--- src/rtl/core/bdq_pkg.sv ---
// Shared request, status and cell control types for the bounded deque.
package bdq_pkg;

   localparam int unsigned REQ_TYPE_W = 3;
   localparam int unsigned STATUS_W   = 2;
   localparam int unsigned VALUE_W    = 32;

   typedef enum logic [REQ_TYPE_W-1:0] {
      OP_PUSH_FRONT = 3'd0,
      OP_PUSH_BACK  = 3'd1,
      OP_POP_FRONT  = 3'd2,
      OP_POP_BACK   = 3'd3,
      OP_SEARCH     = 3'd4
   } op_type;

   typedef enum logic [STATUS_W-1:0] {
      ST_OK    = 2'd0,
      ST_EMPTY = 2'd1,
      ST_FULL  = 2'd2,
      ST_MISS  = 2'd3
   } status_type;

   typedef struct packed {
      logic push_front;
      logic push_back;
      logic pop_front;
      logic search;
   } ctrl_type;

endpackage

--- src/rtl/core/bdq_req_if.sv ---
// Request channel: operation code and value with valid/ready.
interface bdq_req_if;
   logic                               valid;
   logic                               ready;
   logic [bdq_pkg::REQ_TYPE_W-1:0]     req_type;
   logic signed [bdq_pkg::VALUE_W-1:0] value;

   modport source (output valid, output req_type, output value, input ready);
   modport sink   (input valid, input req_type, input value, output ready);
endinterface

--- src/rtl/core/bdq_rsp_if.sv ---
// Response channel: status and resulting entry count with valid/ready.
interface bdq_rsp_if #(
   parameter int CNT_W = 5
);
   logic                           valid;
   logic                           ready;
   logic [bdq_pkg::STATUS_W-1:0]   status;
   logic [CNT_W-1:0]               count;

   modport source (output valid, output status, output count, input ready);
   modport sink   (input valid, input status, input count, output ready);
endinterface

--- src/rtl/core/bdq_cell.sv ---
// One deque slot: holds an entry, shifts with its neighbors and compares on search.
module bdq_cell #(
   parameter int DATA_WIDTH = 32,
   parameter int CNT_W      = 5,
   parameter int INDEX      = 0
) (
   input  logic                  clock,
   input  logic                  reset,
   input  bdq_pkg::ctrl_type     ctrl,
   input  logic [CNT_W-1:0]      count,
   input  logic [DATA_WIDTH-1:0] value,
   input  logic [DATA_WIDTH-1:0] left_data,
   input  logic [DATA_WIDTH-1:0] right_data,
   output logic [DATA_WIDTH-1:0] data,
   output logic                  match
);
   import bdq_pkg::*;

   localparam logic [CNT_W-1:0] IDX = CNT_W'(INDEX);

   logic [DATA_WIDTH-1:0] data_ff, data_in;
   logic                  match_ff, match_in;

   always_comb begin
      data_in  = data_ff;
      match_in = match_ff;
      if (ctrl.push_front) begin
         data_in = left_data;
      end else if (ctrl.push_back && (count == IDX)) begin
         data_in = value;
      end else if (ctrl.pop_front) begin
         data_in = right_data;
      end
      if (ctrl.search) begin
         match_in = (IDX < count) && (data_ff == value);
      end
   end

   always_ff @(posedge clock) begin
      data_ff <= data_in;
   end

   always_ff @(posedge clock) begin
      if (reset) begin
         match_ff <= 1'b0;
      end else begin
         match_ff <= match_in;
      end
   end

   assign data  = data_ff;
   assign match = match_ff;
endmodule

--- src/rtl/core/bounded_deque_with_search_core.sv ---
// Bounded double-ended queue with membership search, built as a chain of cells.
//
//   channel | dir | transfer when        | payload
//   --------+-----+----------------------+---------------------------
//   req_bus | in  | valid && ready       | req_type, value
//   rsp_bus | out | valid && ready       | status, count
//
// The cells update and register their compare results at acceptance;
// once the response register is free, the match bits are OR-reduced and
// the response is registered. One request is in flight.
// Reset clears the count and the handshake state; entry contents are not cleared.
// A stalled response holds req_bus.ready low until the response register frees.
module bounded_deque_with_search_core #(
   parameter int DEPTH      = 16,
   parameter int DATA_WIDTH = 32
) (
   input logic       clock,
   input logic       reset,
   bdq_req_if.sink   req_bus,
   bdq_rsp_if.source rsp_bus
);
   import bdq_pkg::*;

   localparam int CNT_W = $clog2(DEPTH + 1);

   localparam logic [CNT_W-1:0] FULL_CNT = CNT_W'(DEPTH);
   localparam logic [CNT_W-1:0] ONE_CNT  = CNT_W'(1);

   logic [CNT_W-1:0] count_ff, count_in;
   logic             busy_ff, busy_in;
   logic             pend_search_ff, pend_search_in;
   status_type       pend_status_ff, pend_status_in;
   logic [CNT_W-1:0] pend_count_ff, pend_count_in;
   logic             rsp_valid_ff, rsp_valid_in;
   status_type       rsp_status_ff, rsp_status_in;
   logic [CNT_W-1:0] rsp_count_ff, rsp_count_in;

   logic                  accept;
   logic                  full;
   logic                  empty;
   logic                  release_rsp;
   op_type                op;
   ctrl_type              ctrl;
   status_type            req_status;
   logic [DATA_WIDTH-1:0] value_w;
   logic [DATA_WIDTH-1:0] cell_data [DEPTH];
   logic [DEPTH-1:0]      match_vec;

   generate
      if (DATA_WIDTH <= VALUE_W) begin : g_trunc
         assign value_w = req_bus.value[DATA_WIDTH-1:0];
      end else begin : g_sext
         assign value_w = {{(DATA_WIDTH - VALUE_W){req_bus.value[VALUE_W-1]}}, req_bus.value};
      end
   endgenerate

   assign req_bus.ready = !busy_ff;
   assign accept        = req_bus.valid && !busy_ff;
   assign full          = (count_ff == FULL_CNT);
   assign empty         = (count_ff == '0);
   assign op            = op_type'(req_bus.req_type);
   assign release_rsp   = busy_ff && (!rsp_valid_ff || rsp_bus.ready);

   always_comb begin
      ctrl       = '0;
      req_status = ST_OK;
      count_in   = count_ff;
      case (op)
         OP_PUSH_FRONT: begin
            if (full) begin
               req_status = ST_FULL;
            end else begin
               ctrl.push_front = accept;
               count_in        = count_ff + ONE_CNT;
            end
         end
         OP_PUSH_BACK: begin
            if (full) begin
               req_status = ST_FULL;
            end else begin
               ctrl.push_back = accept;
               count_in       = count_ff + ONE_CNT;
            end
         end
         OP_POP_FRONT: begin
            if (empty) begin
               req_status = ST_EMPTY;
            end else begin
               ctrl.pop_front = accept;
               count_in       = count_ff - ONE_CNT;
            end
         end
         OP_POP_BACK: begin
            if (empty) begin
               req_status = ST_EMPTY;
            end else begin
               count_in = count_ff - ONE_CNT;
            end
         end
         OP_SEARCH: begin
            if (empty) begin
               req_status = ST_EMPTY;
            end else begin
               ctrl.search = accept;
            end
         end
         default: begin
            req_status = ST_OK;
         end
      endcase
      if (!accept) begin
         count_in = count_ff;
      end
   end

   genvar i;
   generate
      for (i = 0; i < DEPTH; i++) begin : g_cell
         logic [DATA_WIDTH-1:0] left_d;
         logic [DATA_WIDTH-1:0] right_d;
         if (i == 0) begin : g_head
            assign left_d = value_w;
         end else begin : g_mid
            assign left_d = cell_data[i-1];
         end
         if (i == DEPTH - 1) begin : g_tail
            assign right_d = cell_data[i];
         end else begin : g_inner
            assign right_d = cell_data[i+1];
         end
         bdq_cell #(
            .DATA_WIDTH (DATA_WIDTH),
            .CNT_W      (CNT_W),
            .INDEX      (i)
         ) u_cell (
            .clock      (clock),
            .reset      (reset),
            .ctrl       (ctrl),
            .count      (count_ff),
            .value      (value_w),
            .left_data  (left_d),
            .right_data (right_d),
            .data       (cell_data[i]),
            .match      (match_vec[i])
         );
      end
   endgenerate

   always_comb begin
      busy_in        = busy_ff;
      pend_search_in = pend_search_ff;
      pend_status_in = pend_status_ff;
      pend_count_in  = pend_count_ff;
      rsp_valid_in   = rsp_valid_ff && !rsp_bus.ready;
      rsp_status_in  = rsp_status_ff;
      rsp_count_in   = rsp_count_ff;
      if (accept) begin
         busy_in        = 1'b1;
         pend_search_in = ctrl.search;
         pend_status_in = req_status;
         pend_count_in  = count_in;
      end
      if (release_rsp) begin
         busy_in       = 1'b0;
         rsp_valid_in  = 1'b1;
         rsp_count_in  = pend_count_ff;
         rsp_status_in = pend_status_ff;
         if (pend_search_ff) begin
            rsp_status_in = (|match_vec) ? ST_OK : ST_MISS;
         end
      end
   end

   always_ff @(posedge clock) begin
      if (reset) begin
         count_ff     <= '0;
         busy_ff      <= 1'b0;
         rsp_valid_ff <= 1'b0;
      end else begin
         count_ff     <= count_in;
         busy_ff      <= busy_in;
         rsp_valid_ff <= rsp_valid_in;
      end
   end

   always_ff @(posedge clock) begin
      pend_search_ff <= pend_search_in;
      pend_status_ff <= pend_status_in;
      pend_count_ff  <= pend_count_in;
      rsp_status_ff  <= rsp_status_in;
      rsp_count_ff   <= rsp_count_in;
   end

   assign rsp_bus.valid  = rsp_valid_ff;
   assign rsp_bus.status = rsp_status_ff;
   assign rsp_bus.count  = rsp_count_ff;
endmodule

--- src/flat_wrapper.sv ---
// flat-port wrapper written by rule: the top's interface ports become plain ports
module bounded_deque_with_search_core_flat import bdq_pkg::*;
#(
   parameter int DEPTH      = 16,
   parameter int DATA_WIDTH = 32
)
  (clock, reset, req_bus_valid, req_bus_req_type, req_bus_value, req_bus_ready, rsp_bus_valid, rsp_bus_status, rsp_bus_count, rsp_bus_ready);
  bdq_req_if req_bus_i ();
  bdq_rsp_if #(.CNT_W((5))) rsp_bus_i ();
  input logic clock;
  input logic reset;
  input wire logic [$bits(req_bus_i.valid)-1:0] req_bus_valid;
  input wire logic [$bits(req_bus_i.req_type)-1:0] req_bus_req_type;
  input wire logic [$bits(req_bus_i.value)-1:0] req_bus_value;
  output wire logic [$bits(req_bus_i.ready)-1:0] req_bus_ready;
  output wire logic [$bits(rsp_bus_i.valid)-1:0] rsp_bus_valid;
  output wire logic [$bits(rsp_bus_i.status)-1:0] rsp_bus_status;
  output wire logic [$bits(rsp_bus_i.count)-1:0] rsp_bus_count;
  input wire logic [$bits(rsp_bus_i.ready)-1:0] rsp_bus_ready;
  assign req_bus_i.valid = req_bus_valid;
  assign req_bus_i.req_type = req_bus_req_type;
  assign req_bus_i.value = req_bus_value;
  assign req_bus_ready = req_bus_i.ready;
  assign rsp_bus_valid = rsp_bus_i.valid;
  assign rsp_bus_status = rsp_bus_i.status;
  assign rsp_bus_count = rsp_bus_i.count;
  assign rsp_bus_i.ready = rsp_bus_ready;
  bounded_deque_with_search_core #(.DEPTH(DEPTH), .DATA_WIDTH(DATA_WIDTH)) u_core (.clock(clock), .reset(reset), .req_bus(req_bus_i), .rsp_bus(rsp_bus_i));
endmodule
--- config.mk ---
export PLATFORM = sky130hd
export DESIGN_NAME = bounded_deque_with_search_core_flat
export DESIGN_NICKNAME = d
export VERILOG_FILES = /design/src/rtl/core/bdq_pkg.sv /design/src/rtl/core/bdq_req_if.sv /design/src/rtl/core/bdq_rsp_if.sv /design/src/rtl/core/bdq_cell.sv /design/src/rtl/core/bounded_deque_with_search_core.sv /design/src/flat_wrapper.sv
export SDC_FILE = /design/constraint.sdc
export NUM_CORES = 1
export LEC_CHECK = 0
export BUFFER_PORTS_ARGS = -buffer_cell sky130_fd_sc_hd__buf_2
export CAP_MARGIN = 20
export CORE_MARGIN = 4
export CORE_UTILIZATION = 38
export DETAILED_ROUTE_END_ITERATION = 7
export GPL_TIMING_DRIVEN = 0
export PLACE_DENSITY = 0.63
export SETUP_SLACK_MARGIN = 0.15
export SLEW_MARGIN = 20
export SYNTH_ARGS = -nofsm -noshare
export SYNTH_HDL_FRONTEND = slang
export SYNTH_SLANG_ARGS = --single-unit
--- constraint.sdc ---
create_clock -name clock -period 12 [get_ports clock]
set_input_delay 0.6 -clock clock [delete_from_list [all_inputs] [get_ports clock]]
set_output_delay 0.6 -clock clock [all_outputs]
set_load 0.02 [all_outputs]
==> flow_metrics.tcl <==
set metrics [dict create \
    outcome "completed" \
    r2r_slack_ns 6.74 \
    maxSlewHeadroom 0.1503 \
    final_area_um2 36910 \
    min-delay-path-class "in -> reg" \
    skew_ns 0.03022 \
    final_util 0.4308 \
    fillerInstances 8520 \
    grt_pass1_vias 28260 \
    nets 3692 \
    min-delay-start "rsp_bus_ready" \
    die_y_um 302.7 \
    fin_tns_setup_ns 0 \
    gp_congestion 1.047 \
    area_growth_pct 11.88 \
    hold_violations 0 \
    syn_area_um2 32990 \
    end_kind "flip-flop" \
    setup_viol 0 \
    slew_viol_final 0 \
    powerDensity_nw_per_um2 129.3 \
    holdPathStages 4 \
    min_period_over_period 0.4387 \
    die_w_um 302.7 \
    ys_warn_count 0 \
    synth_edf_count 527 \
    ys_types 49 \
    die-area_um2 91600 \
    htree_levels 3 \
    hold_buffers 0 \
    ant_nets 0 \
    min_period_ns 5.265 \
    drc_errors 0 \
    core-area_um2 85680 \
    synth_area_leaders "edfxtp_1 (48%), nand2_1 (9.2%), xor2_1 (7.8%)" \
    r2r_cells 11 \
    clk_latency_ns 0.64 \
    cts_tree "built" \
    yosys.area.top_type_share 0.4797 \
    port_buffers 13 \
    rsz0062_at_grt "false" \
    cts.repair.resized 0 \
    path_max_fanout 10 \
    post_cts_buffers 0 \
    holdPathEnd "u_core.rsp_bus.valid" \
    wl_per_cell_um 34.82 \
    avgViaCountPerCell 6.401 \
    rows 107 \
    grt.overflow.total 0 \
    cts_buffers 67 \
    drt_wl_total_um 168800 \
    drive_gt1_frac 0.08631 \
    dp_hpwl_um 123400 \
    grt_pass1_wl_um 226100 \
    cts_buffer_depth 3 \
    r2r_end "u_core.g_cell[12].u_cell.data[17]" \
    grt_max_degree 33 \
    crit_arrival_ns 5.59 \
    antenna_found_initial 4 \
    tightest_slew_ns 1.261 \
    cts_sinks 550 \
    drt-pass1-iter-count 8 \
    syn_area_per_cell_um2 9.273 \
    grtUsageTotal 0.3586 \
    synth-main-ff-cell "edfxtp_1" \
    ir_worst_vdd_mv 0.09746 \
    synth_cells 3558 \
    async_flop_share 0 \
    cp.required_ns 12.33 \
    ios 48 \
    synth.net_count 3602 \
    fmax_ghz 0.1899 \
    first_iter_violations 6062 \
    cap_violations 0 \
    clkTransAtPathRegs_ns 0.06 \
    hold_ws_ns 0.3001 \
    clockRootBuffer "clkbuf_16" \
    synth_top_area_cell "edfxtp_1" \
    critPathLaunchType "flip-flop" \
    leakagePower_uw 0.01343 \
    ys_ff_latch 550 \
    critPathKind "reg -> reg" \
    worstReg2RegStart "u_core.count_ff[0]" \
    place_area_um2 34790 \
    num_vias 31030 \
    ys_seq_area_frac 0.4936 \
    initial_utilization 0.3850 \
]
-- cell usage after synthesis (2+ instances only) --
| library cell | count |
|---|---|
| nor4b_1 | 3 |
| o2111ai_1 | 2 |
| xnor2_1 | 221 |
| nor4_1 | 85 |
| mux2_2 | 64 |
| o22ai_1 | 2 |
| a32o_1 | 3 |
| or4_1 | 2 |
| a21oi_1 | 73 |
| o31ai_1 | 3 |
| nor2_1 | 473 |
| dfxtp_1 | 23 |
| clkbuf_1 | 229 |
| nand4_1 | 71 |
| nor2b_1 | 8 |
| and3_1 | 6 |
| a211oi_1 | 4 |
| o211ai_1 | 2 |
| a22o_1 | 8 |
| nand3_1 | 25 |
| inv_1 | 9 |
| ha_1 | 5 |
| a31oi_1 | 384 |
| nand3b_1 | 2 |
| nor3_1 | 19 |
| mux2i_1 | 64 |
| buf_6 | 4 |
| o21ai_0 | 14 |
| nand2_1 | 805 |
| or3_1 | 5 |
| buf_2 | 60 |
| xor2_1 | 293 |
| nor3b_1 | 2 |
| edfxtp_1 | 527 |
| buf_1 | 43 |
| nand2b_1 | 2 |
-- kinds of logic after synthesis --
logic type                 synth area share
DFF                                  0.4936
buffers and inverters               0.04244
muxes                               0.04126
AOI/OAI and AO/OA                   0.09326
and+or+nand+nor                      0.1911
xor gates and xnor gates             0.1365
adders and majority gates          0.001896
-- registers in the layout (all words and copies together), names as in the netlist --
signal                      count
u_core.busy_ff                  1
u_core.pend_status_ff           2
u_core.g_cell.u_cell.data     512
u_core.g_cell.u_cell.match     16
u_core.pend_count_ff            5
u_core.count_ff                 5
u_core.rsp_bus.count            5
u_core.rsp_bus.valid            1
u_core.rsp_bus.status           2
u_core.pend_search_ff           1
-- cell type report --
class | count | area [um^2] | share of cell area
Clock inverter | 28 | 262.8 | 0.007118
Multi-Input combinational cell | 2663 | 15380 | 0.4166
Timing Repair Buffer | 21 | 234.0 | 0.006339
Tap cell | 1144 | 1431 | 0.03878
Inverter | 9 | 33.78 | 0.0009152
Clock buffer | 89 | 1832 | 0.04963
Sequential cell | 550 | 16290 | 0.4412
Antenna cell | 7 | 17.52 | 0.0004746
Buffer | 336 | 1438 | 0.03895
-- worst max-delay path by stage --
stage                     slack [ns]                                end                from  cells after the start
after floorplan                 7.39    u_core.g_cell[0].u_cell.data[0]  u_core.count_ff[0]                      6
after global placement          5.45   u_core.g_cell[0].u_cell.data[13]  u_core.count_ff[0]                      6
after detailed placement        7.20  u_core.g_cell[12].u_cell.data[17]  u_core.count_ff[0]                     11
after CTS                       7.21  u_core.g_cell[12].u_cell.data[17]  u_core.count_ff[0]                     11
after global routing            7.03    u_core.g_cell[3].u_cell.data[1]  u_core.count_ff[0]                     11
final                           6.74  u_core.g_cell[12].u_cell.data[17]  u_core.count_ff[0]                     11
-- layer usage --
metal,wire length (um),up-vias,GRT usage
met1,62460,14810,0.4789
li1,-,12620,-
met4,14500,0,0.2514
met3,26390,587,0.1206
met2,65420,3002,0.4852
met5,0,-,0
-- critical path: stages (launching register included) --
cell and delay (ns):
dfxtp_1 0.40, buf_1 0.41, inv_1 0.36, ha_1 0.38, nand4bb_1 0.14, clkbuf_1 0.24, nand3_1 0.14, clkbuf_1 0.83
buf_2 0.56, clkbuf_1 0.71, clkbuf_1 0.53, a21oi_1 0.26
-- where the power goes --
group	switching [uW]	total, uW	internal [uW]
Sequential	56.2	2210	2150
Combinational	384	521	137
Clock	882	2040	1160
-- stage by stage --
stage | power (uW) | worst slack (ns) | std cells
floorplan | 2488 | 7.395 | 3558
global placement | 2723 | 5.449 | 4715
detailed placement | 2730 | 7.200 | 4723
CTS | 4719 | 7.208 | 4840
global route | 4828 | 7.028 | 4841
finish | 4771 | 6.735 | 4847
-- cells in the final DEF, fill, tap and decap left out, types with 64 or more instances in the layout --
cell type / netlist / routed
a31oi_1: 384 / 384
a21oi_1: 73 / 73
xnor2_1: 221 / 221
mux2_2: 64 / 64
xor2_1: 293 / 293
mux2i_1: 64 / 64
clkbuf_1: 229 / 221
nand2_1: 805 / 791
nor4_1: 85 / 84
edfxtp_1: 527 / 527
nand4_1: 71 / 71
nor2_1: 473 / 473
clkbuf_16: 0 / 69
buf_2: 60 / 105
(Power assumes the default switching activity.)
